File: src/rtl/core/decimal_text_to_float_defines.svh
// Assertion macros shared by the parser RTL.
// Included by the modules that carry concurrent checks; no other dependencies.
`ifndef DECIMAL_TEXT_TO_FLOAT_DEFINES_SVH
`define DECIMAL_TEXT_TO_FLOAT_DEFINES_SVH

// Same-cycle implication, checked on clk, disabled in reset.
`define DTTF_ASSERT_NOW(lbl, ante, cons, msg) \
  lbl: assert property (@(posedge clk) disable iff (!rst_n) (ante) |-> (cons)) \
    else $error(msg);

// Next-cycle implication, checked on clk, disabled in reset.
`define DTTF_ASSERT_NEXT(lbl, ante, cons, msg) \
  lbl: assert property (@(posedge clk) disable iff (!rst_n) (ante) |=> (cons)) \
    else $error(msg);

`endif

File: src/rtl/core/dttf_pkg.sv
// Types and constants for the decimal text to float parser.
// No dependencies; used by every module of the block.
package dttf_pkg;

  localparam int DIGIT_MAX_W = 30;
  localparam int NORM_W      = 32;

  localparam logic [7:0] CH_MINUS = 8'h2d;
  localparam logic [7:0] CH_PLUS  = 8'h2b;
  localparam logic [7:0] CH_ZERO  = 8'h30;
  localparam logic [7:0] CH_POINT = 8'h2e;

  // single precision scale constants: 0.01, 0.1, 10.0
  localparam logic [23:0] MANT_P01 = 24'ha3d70a;
  localparam logic [9:0]  EXP_P01  = 10'd120;
  localparam logic [23:0] MANT_P1  = 24'hcccccd;
  localparam logic [9:0]  EXP_P1   = 10'd123;
  localparam logic [23:0] MANT_TEN = 24'ha00000;
  localparam logic [9:0]  EXP_TEN  = 10'd130;

  localparam logic [9:0]  EXP_BIAS = 10'd127;
  localparam logic [9:0]  EXP_INF  = 10'd255;
  localparam logic [9:0]  EXP_NORM_TOP = 10'd158;

  typedef struct packed {
    logic                   found;
    logic                   negative;
    logic [DIGIT_MAX_W-1:0] digits;
    logic signed [7:0]      dec_exp;
    logic [7:0]             chars;
  } job_t;

  typedef enum logic [1:0] {
    BK_IDLE,
    BK_NORM,
    BK_MUL,
    BK_RND
  } back_state_t;

endpackage

File: src/rtl/core/dttf_front.sv
// Character parser: tracks sign, kept digits, decimal exponent and position.
// Depends on dttf_pkg; pushes one job word per terminator into the queue.
`include "decimal_text_to_float_defines.svh"
module dttf_front #(
  parameter int MAX_DIGITS = 8
) (
  input  logic           clk,
  input  logic           rst_n,
  input  logic           accept,
  input  logic           first_char,
  input  logic [7:0]     char_code,
  output logic           push,
  output dttf_pkg::job_t job
);
  import dttf_pkg::*;

  localparam int DW = $clog2(10 ** MAX_DIGITS);
  localparam int CW = $clog2(MAX_DIGITS + 2);
  localparam logic [CW-1:0] CNT_SAT = CW'(MAX_DIGITS + 1);
  localparam logic [CW-1:0] CNT_MAX = CW'(MAX_DIGITS);

  logic              neg_r, neg_nxt;
  logic [DW-1:0]     dv_r, dv_nxt;
  logic signed [7:0] ex_r, ex_nxt;
  logic [CW-1:0]     dc_r, dc_nxt;
  logic              pt_r, pt_nxt;
  logic [7:0]        pos_r, pos_nxt;
  logic              busy_r, busy_nxt;

  logic [7:0]    d;
  logic          is_digit;
  logic [DW+3:0] dv_x10;

  assign d        = char_code - CH_ZERO;
  assign is_digit = (d <= 8'd9);

  always_comb begin
    neg_nxt  = neg_r;
    dv_nxt   = dv_r;
    ex_nxt   = ex_r;
    dc_nxt   = dc_r;
    pt_nxt   = pt_r;
    pos_nxt  = pos_r;
    busy_nxt = busy_r;
    push     = 1'b0;
    dv_x10   = '0;
    if (accept && (first_char || busy_r)) begin
      if (first_char) begin
        neg_nxt  = 1'b0;
        dv_nxt   = '0;
        ex_nxt   = '0;
        dc_nxt   = '0;
        pt_nxt   = 1'b0;
        pos_nxt  = '0;
        busy_nxt = 1'b1;
      end
      if (first_char && (char_code == CH_MINUS || char_code == CH_PLUS)) begin
        neg_nxt = (char_code == CH_MINUS);
        pos_nxt = 8'd1;
      end else if (is_digit) begin
        if (dc_nxt < CNT_SAT) dc_nxt = dc_nxt + 1'b1;
        if (dc_nxt <= CNT_MAX) begin
          if (pt_nxt) ex_nxt = ex_nxt - 8'sd1;
          dv_x10 = ({4'b0, dv_nxt} << 3) + ({4'b0, dv_nxt} << 1) + (DW+4)'(d[3:0]);
          dv_nxt = dv_x10[DW-1:0];
        end else if (!pt_nxt && ex_nxt < 8'sd127) begin
          ex_nxt = ex_nxt + 8'sd1;
        end
        if (pos_nxt != 8'hff) pos_nxt = pos_nxt + 8'd1;
      end else if (char_code == CH_POINT && !pt_nxt) begin
        pt_nxt = 1'b1;
        if (pos_nxt != 8'hff) pos_nxt = pos_nxt + 8'd1;
      end else begin
        busy_nxt = 1'b0;
        push     = 1'b1;
      end
    end
  end

  always_comb begin
    job.found    = (dc_nxt != '0);
    job.negative = neg_nxt;
    job.digits   = DIGIT_MAX_W'(dv_nxt);
    job.dec_exp  = ex_nxt;
    job.chars    = (dc_nxt != '0) ? pos_nxt : 8'd0;
  end

  always_ff @(posedge clk) begin
    if (!rst_n) begin
      neg_r  <= 1'b0;
      dv_r   <= '0;
      ex_r   <= '0;
      dc_r   <= '0;
      pt_r   <= 1'b0;
      pos_r  <= '0;
      busy_r <= 1'b0;
    end else begin
      neg_r  <= neg_nxt;
      dv_r   <= dv_nxt;
      ex_r   <= ex_nxt;
      dc_r   <= dc_nxt;
      pt_r   <= pt_nxt;
      pos_r  <= pos_nxt;
      busy_r <= busy_nxt;
    end
  end

  `DTTF_ASSERT_NOW(a_cnt_sat, 1'b1, dc_r <= CNT_SAT, "digit count past saturation")
  `DTTF_ASSERT_NEXT(a_push_idle, push, !busy_r, "parser busy after terminator")

endmodule

File: src/rtl/core/dttf_queue.sv
// Two-entry job queue between the parser and the float builder.
// Depends on dttf_pkg for the job word type.
`include "decimal_text_to_float_defines.svh"
module dttf_queue (
  input  logic           clk,
  input  logic           rst_n,
  input  logic           push,
  input  dttf_pkg::job_t push_job,
  output logic           full,
  output logic           not_empty,
  input  logic           pop,
  output dttf_pkg::job_t head
);
  import dttf_pkg::*;

  job_t       mem_r [2];
  logic       wp_r, rp_r;
  logic [1:0] cnt_r;

  assign full      = (cnt_r == 2'd2);
  assign not_empty = (cnt_r != 2'd0);
  assign head      = mem_r[rp_r];

  always_ff @(posedge clk) begin
    if (push && !full) mem_r[wp_r] <= push_job;
  end

  always_ff @(posedge clk) begin
    if (!rst_n) begin
      wp_r  <= 1'b0;
      rp_r  <= 1'b0;
      cnt_r <= 2'd0;
    end else begin
      if (push && !full) wp_r <= ~wp_r;
      if (pop && not_empty) rp_r <= ~rp_r;
      cnt_r <= cnt_r + {1'b0, push && !full} - {1'b0, pop && not_empty};
    end
  end

  `DTTF_ASSERT_NOW(a_no_overflow, push, !full, "job pushed into full queue")
  `DTTF_ASSERT_NOW(a_ptr_match, cnt_r == 2'd1, wp_r != rp_r, "queue pointers disagree")

endmodule

File: src/rtl/core/dttf_back.sv
// Float builder: converts the kept digits to single precision and scales.
// Depends on dttf_pkg; one shared 24x24 multiplier, registered before rounding.
`include "decimal_text_to_float_defines.svh"
module dttf_back (
  input  logic           clk,
  input  logic           rst_n,
  input  logic           job_valid,
  input  dttf_pkg::job_t job,
  output logic           job_pop,
  output logic           out_valid,
  input  logic           out_stall,
  output logic           out_found,
  output logic [31:0]    out_value_bits,
  output logic [7:0]     out_chars_used
);
  import dttf_pkg::*;

  back_state_t state_r, state_nxt;

  logic [NORM_W-1:0] n_r, n_nxt;
  logic [9:0]        exp_r, exp_nxt;
  logic [23:0]       mant_r, mant_nxt;
  logic signed [7:0] e_r, e_nxt;
  logic              neg_r, neg_nxt;
  logic [7:0]        chars_r, chars_nxt;
  logic [47:0]       prod_r, prod_nxt;
  logic [9:0]        pexp_r, pexp_nxt;

  logic              ov_r, ov_nxt;
  logic              of_r, of_nxt;
  logic [31:0]       ob_r, ob_nxt;
  logic [7:0]        oc_r, oc_nxt;

  logic        slot_free, finish;
  logic [23:0] mb;
  logic [9:0]  eb;
  logic [23:0] rm;
  logic        rg, rs;
  logic [9:0]  rx;
  logic [24:0] m25;
  logic [23:0] rmant;
  logic [9:0]  rexp;

  assign slot_free = !ov_r || !out_stall;
  assign finish    = (state_r == BK_MUL) && (e_r == 8'sd0 || exp_r >= EXP_INF);

  // next state
  always_comb begin
    state_nxt = state_r;
    case (state_r)
      BK_IDLE: begin
        if (job_valid && slot_free && job.found && job.digits != '0) state_nxt = BK_NORM;
      end
      BK_NORM: if (n_r[NORM_W-1]) state_nxt = BK_MUL;
      BK_MUL:  begin
        if (finish) begin
          if (slot_free) state_nxt = BK_IDLE;
        end else begin
          state_nxt = BK_RND;
        end
      end
      BK_RND:  state_nxt = BK_MUL;
      default: state_nxt = BK_IDLE;
    endcase
  end

  // rounding source: normalized integer or registered product
  always_comb begin
    if (state_r == BK_NORM) begin
      rm = n_r[NORM_W-1 -: 24];
      rg = n_r[NORM_W-25];
      rs = |n_r[NORM_W-26:0];
      rx = exp_r;
    end else if (prod_r[47]) begin
      rm = prod_r[47:24];
      rg = prod_r[23];
      rs = |prod_r[22:0];
      rx = pexp_r + 10'd1;
    end else begin
      rm = prod_r[46:23];
      rg = prod_r[22];
      rs = |prod_r[21:0];
      rx = pexp_r;
    end
    m25 = {1'b0, rm} + {24'd0, rg && (rs || rm[0])};
    if (m25[24]) begin
      rmant = m25[24:1];
      rexp  = rx + 10'd1;
    end else begin
      rmant = m25[23:0];
      rexp  = rx;
    end
    if (rexp >= EXP_INF) begin
      rexp  = EXP_INF;
      rmant = 24'd0;
    end
  end

  // scale step: 0.01 while e <= -2, 0.1 at -1, 10 while e > 0
  always_comb begin
    if (e_r <= -8'sd2) begin
      mb = MANT_P01;
      eb = EXP_P01;
    end else if (e_r == -8'sd1) begin
      mb = MANT_P1;
      eb = EXP_P1;
    end else begin
      mb = MANT_TEN;
      eb = EXP_TEN;
    end
  end

  // datapath and outputs
  always_comb begin
    n_nxt     = n_r;
    exp_nxt   = exp_r;
    mant_nxt  = mant_r;
    e_nxt     = e_r;
    neg_nxt   = neg_r;
    chars_nxt = chars_r;
    prod_nxt  = prod_r;
    pexp_nxt  = pexp_r;
    ov_nxt    = ov_r && out_stall;
    of_nxt    = of_r;
    ob_nxt    = ob_r;
    oc_nxt    = oc_r;
    job_pop   = 1'b0;
    case (state_r)
      BK_IDLE: begin
        if (job_valid && slot_free) begin
          job_pop   = 1'b1;
          neg_nxt   = job.negative;
          chars_nxt = job.chars;
          e_nxt     = job.dec_exp;
          n_nxt     = NORM_W'(job.digits);
          exp_nxt   = EXP_NORM_TOP;
          if (!job.found || job.digits == '0) begin
            ov_nxt = 1'b1;
            of_nxt = job.found;
            ob_nxt = {job.found && job.negative, 31'd0};
            oc_nxt = job.chars;
          end
        end
      end
      BK_NORM: begin
        if (n_r[NORM_W-1]) begin
          mant_nxt = rmant;
          exp_nxt  = rexp;
        end else begin
          n_nxt   = n_r << 1;
          exp_nxt = exp_r - 10'd1;
        end
      end
      BK_MUL: begin
        if (finish) begin
          if (slot_free) begin
            ov_nxt = 1'b1;
            of_nxt = 1'b1;
            ob_nxt = {neg_r, exp_r[7:0], mant_r[22:0]};
            oc_nxt = chars_r;
          end
        end else begin
          prod_nxt = mant_r * mb;
          pexp_nxt = exp_r + eb - EXP_BIAS;
          if (e_r <= -8'sd2)       e_nxt = e_r + 8'sd2;
          else if (e_r == -8'sd1)  e_nxt = 8'sd0;
          else                     e_nxt = e_r - 8'sd1;
        end
      end
      BK_RND: begin
        mant_nxt = rmant;
        exp_nxt  = rexp;
      end
      default: ;
    endcase
  end

  always_ff @(posedge clk) begin
    n_r     <= n_nxt;
    exp_r   <= exp_nxt;
    mant_r  <= mant_nxt;
    e_r     <= e_nxt;
    neg_r   <= neg_nxt;
    chars_r <= chars_nxt;
    prod_r  <= prod_nxt;
    pexp_r  <= pexp_nxt;
    of_r    <= of_nxt;
    ob_r    <= ob_nxt;
    oc_r    <= oc_nxt;
  end

  always_ff @(posedge clk) begin
    if (!rst_n) begin
      state_r <= BK_IDLE;
      ov_r    <= 1'b0;
    end else begin
      state_r <= state_nxt;
      ov_r    <= ov_nxt;
    end
  end

  assign out_valid      = ov_r;
  assign out_found      = of_r;
  assign out_value_bits = ob_r;
  assign out_chars_used = oc_r;

  `DTTF_ASSERT_NOW(a_norm_nonzero, state_r == BK_NORM, n_r != '0, "normalizing a zero integer")
  `DTTF_ASSERT_NOW(a_pop_idle, job_pop, state_r == BK_IDLE, "job taken while busy")

endmodule

File: src/rtl/core/decimal_text_to_float.sv
// ASCII decimal number parser producing IEEE single precision values.
//
// Input channel: in_valid / in_stall carry one character word per
// accepted cycle, with in_first_char marking the first character of a
// number. Characters arriving with no number open are dropped. The first
// character that does not extend the number ends it and yields one result
// word on out_valid / out_stall: found flag, value bits, characters used.
//
// Every character that is not a terminator only updates the parser state.
// A terminator is queued (two jobs deep) and built by the float unit: a
// start state, up to 31 one-bit normalizing shifts (at least 5 with eight
// kept digits) ending in rounding, then a multiply and a round per scale
// step through one shared 24x24 multiplier, about ceil(-e/2) steps for a
// negative exponent and e steps for a positive one, then a write into the
// output register.
// Input stalls only while the job queue is full; a stalled result holds
// in the output register and the float unit waits behind it.
// Reset (synchronous, active low) closes any open number, empties the
// queue and drops a pending result.
module decimal_text_to_float #(
  parameter int MAX_DIGITS = 8
) (
  input  logic        clk,
  input  logic        rst_n,
  input  logic        in_valid,
  output logic        in_stall,
  input  logic        in_first_char,
  input  logic [7:0]  in_char_code,
  output logic        out_valid,
  input  logic        out_stall,
  output logic        out_found,
  output logic [31:0] out_value_bits,
  output logic [7:0]  out_chars_used
);
  import dttf_pkg::*;

  logic full, not_empty, push, pop;
  job_t push_job, head;

  assign in_stall = full;

  dttf_front #(.MAX_DIGITS(MAX_DIGITS)) u_front (
    .clk        (clk),
    .rst_n      (rst_n),
    .accept     (in_valid && !in_stall),
    .first_char (in_first_char),
    .char_code  (in_char_code),
    .push       (push),
    .job        (push_job)
  );

  dttf_queue u_queue (
    .clk       (clk),
    .rst_n     (rst_n),
    .push      (push),
    .push_job  (push_job),
    .full      (full),
    .not_empty (not_empty),
    .pop       (pop),
    .head      (head)
  );

  dttf_back u_back (
    .clk            (clk),
    .rst_n          (rst_n),
    .job_valid      (not_empty),
    .job            (head),
    .job_pop        (pop),
    .out_valid      (out_valid),
    .out_stall      (out_stall),
    .out_found      (out_found),
    .out_value_bits (out_value_bits),
    .out_chars_used (out_chars_used)
  );

endmodule
File: config.mk
export PLATFORM = sky130hd
export DESIGN_NAME = decimal_text_to_float
export DESIGN_NICKNAME = d
export VERILOG_FILES = /design/src/rtl/core/dttf_pkg.sv /design/src/rtl/core/dttf_front.sv /design/src/rtl/core/dttf_queue.sv /design/src/rtl/core/dttf_back.sv /design/src/rtl/core/decimal_text_to_float.sv
export VERILOG_INCLUDE_DIRS = /design/src /design/src/rtl/core
export SDC_FILE = /design/constraint.sdc
export NUM_CORES = 2
export LEC_CHECK = 0
export BUFFER_PORTS_ARGS = -buffer_cell sky130_fd_sc_hd__buf_2
export CORE_MARGIN = 2
export CORE_UTILIZATION = 35
export DETAILED_ROUTE_END_ITERATION = 12
export GPL_ROUTABILITY_DRIVEN = 0
export GPL_TIMING_DRIVEN = 0
export PLACE_DENSITY_LB_ADDON = 0.2
export SLEW_MARGIN = 25
export SYNTH_ARGS = -nofsm -noshare
export SYNTH_HDL_FRONTEND = slang
export SYNTH_HIERARCHICAL = 1
export SYNTH_SLANG_ARGS = --single-unit
File: constraint.sdc
create_clock -name clk -period 10 [get_ports clk]
set_clock_uncertainty 0.1 [all_clocks]
set_input_delay 3 -clock clk [delete_from_list [all_inputs] [get_ports clk]]
set_output_delay 3 -clock clk [all_outputs]
set_load 0.01 [all_outputs]
After elaboration in Yosys (flattened, before gate mapping)

Memory sizes are Yosys's and may differ from the RTL's. A register that Yosys moved wholly into a read port is not among the register bits.
Cells that the tools add are included.

Word-level logic and storage cells: 225
Memories: 1
Bits in latches: 0
ROM bits: 0
Input port bits: 13
Register bits after elaboration: 239
Bits in writable memories: 90
Output and inout port bits: 43

Memories:

| memory        | words | bits a word | read ports | clocked after Yosys merged registers in | wr ports | line             | RTL |
|---|---|---|---|---|---|---|---|
| u_queue.mem_r | 2     | 45          | 1          | 1                                       | 1        | dttf_queue.sv:16 | `job_t mem_r [2];` |

Shift-type cells: 0
Add/sub/neg operators: 17
Reductions and logical operators: 47
Multipliers: 1
Div/mod/pow operators: 0
Magnitude comparators: 7
Equality and inequality tests: 18
Bitwise gates (word level): 3
Muxes and demuxes: 107

Operators with widths:

| kind                                                  | number |
|---|---|
| 2-to-1 mux 8 bit                                      | 25 |
| 2-to-1 mux 32 bit                                     | 6 |
| 2-to-1 mux 27 bit                                     | 6 |
| 2-to-1 mux 24 bit                                     | 6 |
| case mux 32 bit (2 select lines)                      | 2 |
| 2-to-1 mux 10 bit                                     | 7 |
| multiplier 24 x 24 -> 48 bit                          | 1 |
| case mux 24 bit (2 select lines)                      | 1 |
| 2-to-1 mux 4 bit                                      | 9 |
| 2-to-1 mux 1 bit                                      | 34 |
| case mux 8 bit (2 select lines)                       | 2 |
| logical NOT 30 bit                                    | 1 |
| case mux 10 bit (3 select lines)                      | 1 |
| nonzero test 30 bit                                   | 1 |
| adder 27 bit                                          | 1 |
| adder 27 x 4 -> 27 bit                                | 1 |
| adder 24 x 1 -> 25 bit                                | 1 |
| == test 8 x 6 -> 1 bit (second input constant)        | 3 |
| 2-to-1 mux 23 bit                                     | 1 |
| OR reduction 23 bit                                   | 1 |
| OR reduction 22 bit                                   | 1 |
| adder 10 x 1 -> 10 bit (second input constant)        | 2 |
| >= comparator 10 x 8 -> 1 bit (second input constant) | 2 |
| subtractor 8 x 2 -> 8 bit (second input constant)     | 2 |
| other kinds (38)                                      | 83 |

Logic depth before layout (Yosys ltp)

Depth in word-level cells: 15
Gate-level depth with buffers: 35
Depth with buffers taken out: 34

Cells and area by module

The synthesis kept the hierarchy.

By module, submodules not included:

| module                | sequential area each (sq um) | area each (sq um) | instances | cells each |
|---|---|---|---|---|
| dttf_back             | 5,525.3                      | 24,694.9          | 1         | 2,447 |
| dttf_front            | 1,001.0                      | 4,793.3           | 1         | 615 |
| dttf_queue            | 2,982.9                      | 3,784.9           | 1         | 177 |
| decimal_text_to_float | 0.0                          | 13.8              | 1         | 1 |

Least setup slack after synthesis

No wires, ideal clock.

Path type: register to register
Start point: reg u_back.e_r[3]
End point: reg u_back.prod_r[47], data pin
Arrival time: 8.247 ns
Path slack: 1.393 ns
Period minus slack after synthesis: 8.607 ns
Data required time: 9.640 ns
Path buffers: 3
Stages on the path, launching flop included: 35
Library setup time: 0.260 ns
Cells stage by stage: edfxtp_1 > clkbuf_1 > nand4_1 > or2_2 > nor2_1 > clkbuf_1 > clkbuf_1 > nand2_1 > nand2_1 > o21ai_0 > ha_1 > or2_2 > fa_1 > inv_1 > fa_1 > inv_1 > fa_1 > inv_1 > fa_1 > inv_1 > fa_1 > inv_1 > fa_1 > inv_1 > ha_1 > a21oi_1 > o21bai_1 > a2111oi_0 > o22a_1 > a41o_1 > a31oi_1 > a221o_1 > a21o_1 > a21oi_1 > xnor2_1

Cells in the longest elaborated chain, start to end: 4

Ends and longest elaborated chain:

| element                                                                              | line             | RTL |
|---|---|---|
| start: declaration                                                                   | dttf_back.sv:23  | `logic signed [7:0] e_r, e_nxt;` |
| start signal: assignment                                                             | dttf_back.sv:182 | `e_r <= e_nxt;` |
| parallel branches: the longest is 2 deep, another holds <= comparator 8 x 2 -> 1 bit | -                |  |
| 2-to-1 mux 24 bit *                                                                  | dttf_back.sv:101 | `if (e_r <= -8'sd2) begin` |
| multiplier 24 x 24 -> 48 bit *                                                       | dttf_back.sv:163 | `prod_nxt = mant_r * mb;` |
| end signal: assignment                                                               | dttf_back.sv:185 | `prod_r <= prod_nxt;` |
| end: declaration                                                                     | dttf_back.sv:26  | `logic [47:0] prod_r, prod_nxt;` |

Every way passes the cells marked *.
A chain may end at the register's enable or synchronous reset.

Final worst setup path

Start point: reg u_back.e_r[3]
End point: reg u_back.prod_r[46], data pin

Same word-level chain as after synthesis.

==> results.ini <==
[run_status]
outcome=completed

[clocking]
clock-sinks=336
cts.path.max_buffers=3
clk_pin_slew_worst_paths_ns=0.06
cts_root_buf=clkbuf_16
clock_latency_ns=0.60
cts_tree=yes
cts_made_buffers=41
htree_levels=2

[worst_setup_path]
r2r_slack_ns=0.52
cp_slowest_stage_delay_ns=0.54
critical_path.most_common_cell=fa_1
reg2reg_to=u_back/prod_r[46]$_DFFE_PP_
critPathMaxFanout=10
crit_path_end_kind=flip-flop
cp_data_arrival_time_ns=9.69
critPathLaunchType=flip-flop
worstSetupPathType=reg -> reg
cp.required_ns=10.22
worst_path_max_delay_cell=fa_1
r2r_start=u_back/e_r[3]$_DFFE_PP_
ff2ff_path_depth=29

[placement]
place_inst=4569
hpwl_um=75750
place_area_sq_um=35370
port_buffers=55

[synth]
syn_area_sq_um=33290
synth_edf_count=278
synth_top_area_share_pct=25.08
synth_seq_cells=336
synthArstFlopShare_pct=0
ys_seq_area_share_pct=28.57
synth.avg_cell_area_sq_um=10.27
ys_top_cells_by_area=edfxtp_1 (25%), fa_1 (22%), ha_1 (12%)
synth_area_leader_cell=edfxtp_1
ys_warn_count=6
synth_flop_cell=edfxtp_1
synth_cell_types=105
syn_inst=3240
synth_most_common_cell=inv_1
synth_common_cells=inv_1 (626), fa_1 (368), ha_1 (330), nand2_1 (281), edfxtp_1 (278)

[detailed_routing]
ant_nets=0
drc_errors=0
routed_wirelength_um=91970
drt_iter0_drc=1437
num_vias=22769
routedWlPerCell_um=19.78
dr.pass1.iters=5
via_per_inst=4.898

[die]
floorplan.initialDensity_pct=35.19
design.core.area_sq_um=94590
io_pins=56
die_area_sq_um=97590
rows=113
die_w_um=312.4
die_height_um=312.4

[cells_and_area]
nets=4060
fillers=9391
instances_no_fill=4649
area_delta_synth_final_pct=10.64
drive_above_1_share_pct=9.432
fin_area_sq_um=36830

[sta]
slew_headroom_pct=29.90
report.final.slew_viol_count=0
rsz0062_at_grt=no
setup_viol=0
fin_crit_ns=9.476
max_freq_ghz=0.1055
period_share_pct=94.76
fin_tns_setup_ns=0
worst_pin_slew_ns=1.051
finalHoldViolations=0
timing.hold.ws_ns=0.3856

[grt]
grt_max_degree=42
grt_first_pass_wirelength_um=144100
grt_util_all_layers_pct=19.25
grt_overflow=0
grt_pass1_vias=23770
antenna_found_initial=1

[run]
maxCapViolations=0

[min_path]
min_from=u_front/dv_r[20]$_SDFF_PN0_
hold_path_class=reg -> reg
min_path_cells=2
holdPathEnd=u_front/dv_r[20]$_SDFF_PN0_

==> flip-flops by register name (all words and copies together), names as in the netlist, 10 cells and up, named ones only <==
name	count
u_queue/mem_r	96
u_back/exp_r	10
u_back/out_value_bits	32
u_back/pexp_r	10
u_back/n_r	32
u_back/mant_r	24
u_front/dv_r	27
u_back/prod_r	48
==> through the flow <==
| step | utilization, % | worst slack [ns] |
|---|---|---|
| 6_report | 38.94 | 0.5237 |
| 2_1_floorplan | - | 1.393 |
| 3_3_place_gp | 37.16 | -1.044 |
| 3_5_place_dp | 37.39 | -0.9628 |
| 5_1_grt | 38.93 | 0.009496 |
| 4_1_cts | 38.86 | -0.01946 |
==> critical path: cells and delay by family (launching register included) <==
family,cells,cell delay (ns)
AND/OR/NAND/NOR,7,1.77
flip-flops,1,0.46
adder cells (fa/ha/maj),8,3.99
XOR/XNOR,1,0.13
buffers and inverters,7,1.25
AO/OA/AOI/OAI,6,1.44
==> routing by layer <==
layer / up-vias / global-route usage [%] / routed length (um)
li1: 10923 / - / -
met1: 11233 / 25.89 / 40800
met2: 490 / 32.88 / 44720
met3: 123 / 2.216 / 3846
met4: 0 / 5.037 / 2601
met5: - / 0 / 0
==> worst max-delay path by stage <==
stage                             from                          end  cells past startpoint
3_3_place_gp   u_back/e_r[3]$_DFFE_PP_  u_back/prod_r[46]$_DFFE_PP_                     30
5_1_grt        u_back/e_r[5]$_DFFE_PP_  u_back/prod_r[47]$_DFFE_PP_                     33
4_1_cts        u_back/e_r[3]$_DFFE_PP_  u_back/prod_r[47]$_DFFE_PP_                     34
3_5_place_dp   u_back/e_r[3]$_DFFE_PP_  u_back/prod_r[46]$_DFFE_PP_                     30
6_report       u_back/e_r[3]$_DFFE_PP_  u_back/prod_r[46]$_DFFE_PP_                     29
2_1_floorplan  u_back/e_r[3]$_DFFE_PP_  u_back/prod_r[47]$_DFFE_PP_                     34
==> final cells by class <==
type / count / area, sq um / area share (%)
well taps: 1265 / 1583 / 4.298
clock buffers: 52 / 1097 / 2.980
clock inverters: 24 / 251.5 / 0.6829
repair buffers: 66 / 483.0 / 1.311
diodes: 2 / 5.005 / 0.01359
plain buffers: 98 / 538.0 / 1.461
inverters: 627 / 2354 / 6.391
flip-flops and latches: 336 / 9509 / 25.82
multi-input cells: 2179 / 21010 / 57.04
==> cell families after synthesis <==
kind of cell / count (synthesis) / synth area share [%]
other: 1 / 0.01127
AO/OA/AOI/OAI: 422 / 8.435
flip-flops: 336 / 28.57
XOR/XNOR: 133 / 3.499
AND/OR/NAND/NOR: 827 / 12.91
multiplexers: 96 / 3.390
buffers and inverters: 727 / 8.653
adder cells (fa/ha/maj): 698 / 34.54
==> what timing repair did <==
item                                    in CTS  in global routing
pin swaps                                    0                  3
hold buffers                                 0                  0
resized for setup                           19                 12
endpoints found under the setup margin      23                 14
setup buffers                                0                  4
==> cells in the final DEF (no fill, tap or decap), types with 8 or more instances in the layout <==
cell type,count
inv_1,624
fa_1,368
ha_1,330
nand2_1,278
edfxtp_1,278
nor2_1,142
a21oi_1,115
and2_1,91
o21ai_0,90
xnor2_1,86
buf_2,69
clkbuf_1,64
dfxtp_1,58
xor2_1,47
mux2_2,46
nor2b_1,45
clkbuf_16,41
nand3_1,41
a21o_1,33
nand3b_1,30
a22o_1,30
nand4_1,26
mux2i_1,26
nand2b_1,23
nor3_1,22
mux2_4,20
a31oi_1,19
nor4_1,19
and3_1,18
a211oi_1,16
or2_2,15
nor3_2,14
buf_4,11
o21bai_1,11
o21a_1,10
buf_6,9
clkinv_1,8
o21ai_1,8
Power is left out: the tool's default activity adds up to more than one toggle a clock period on the data nets, which glitch-free logic cannot reach.
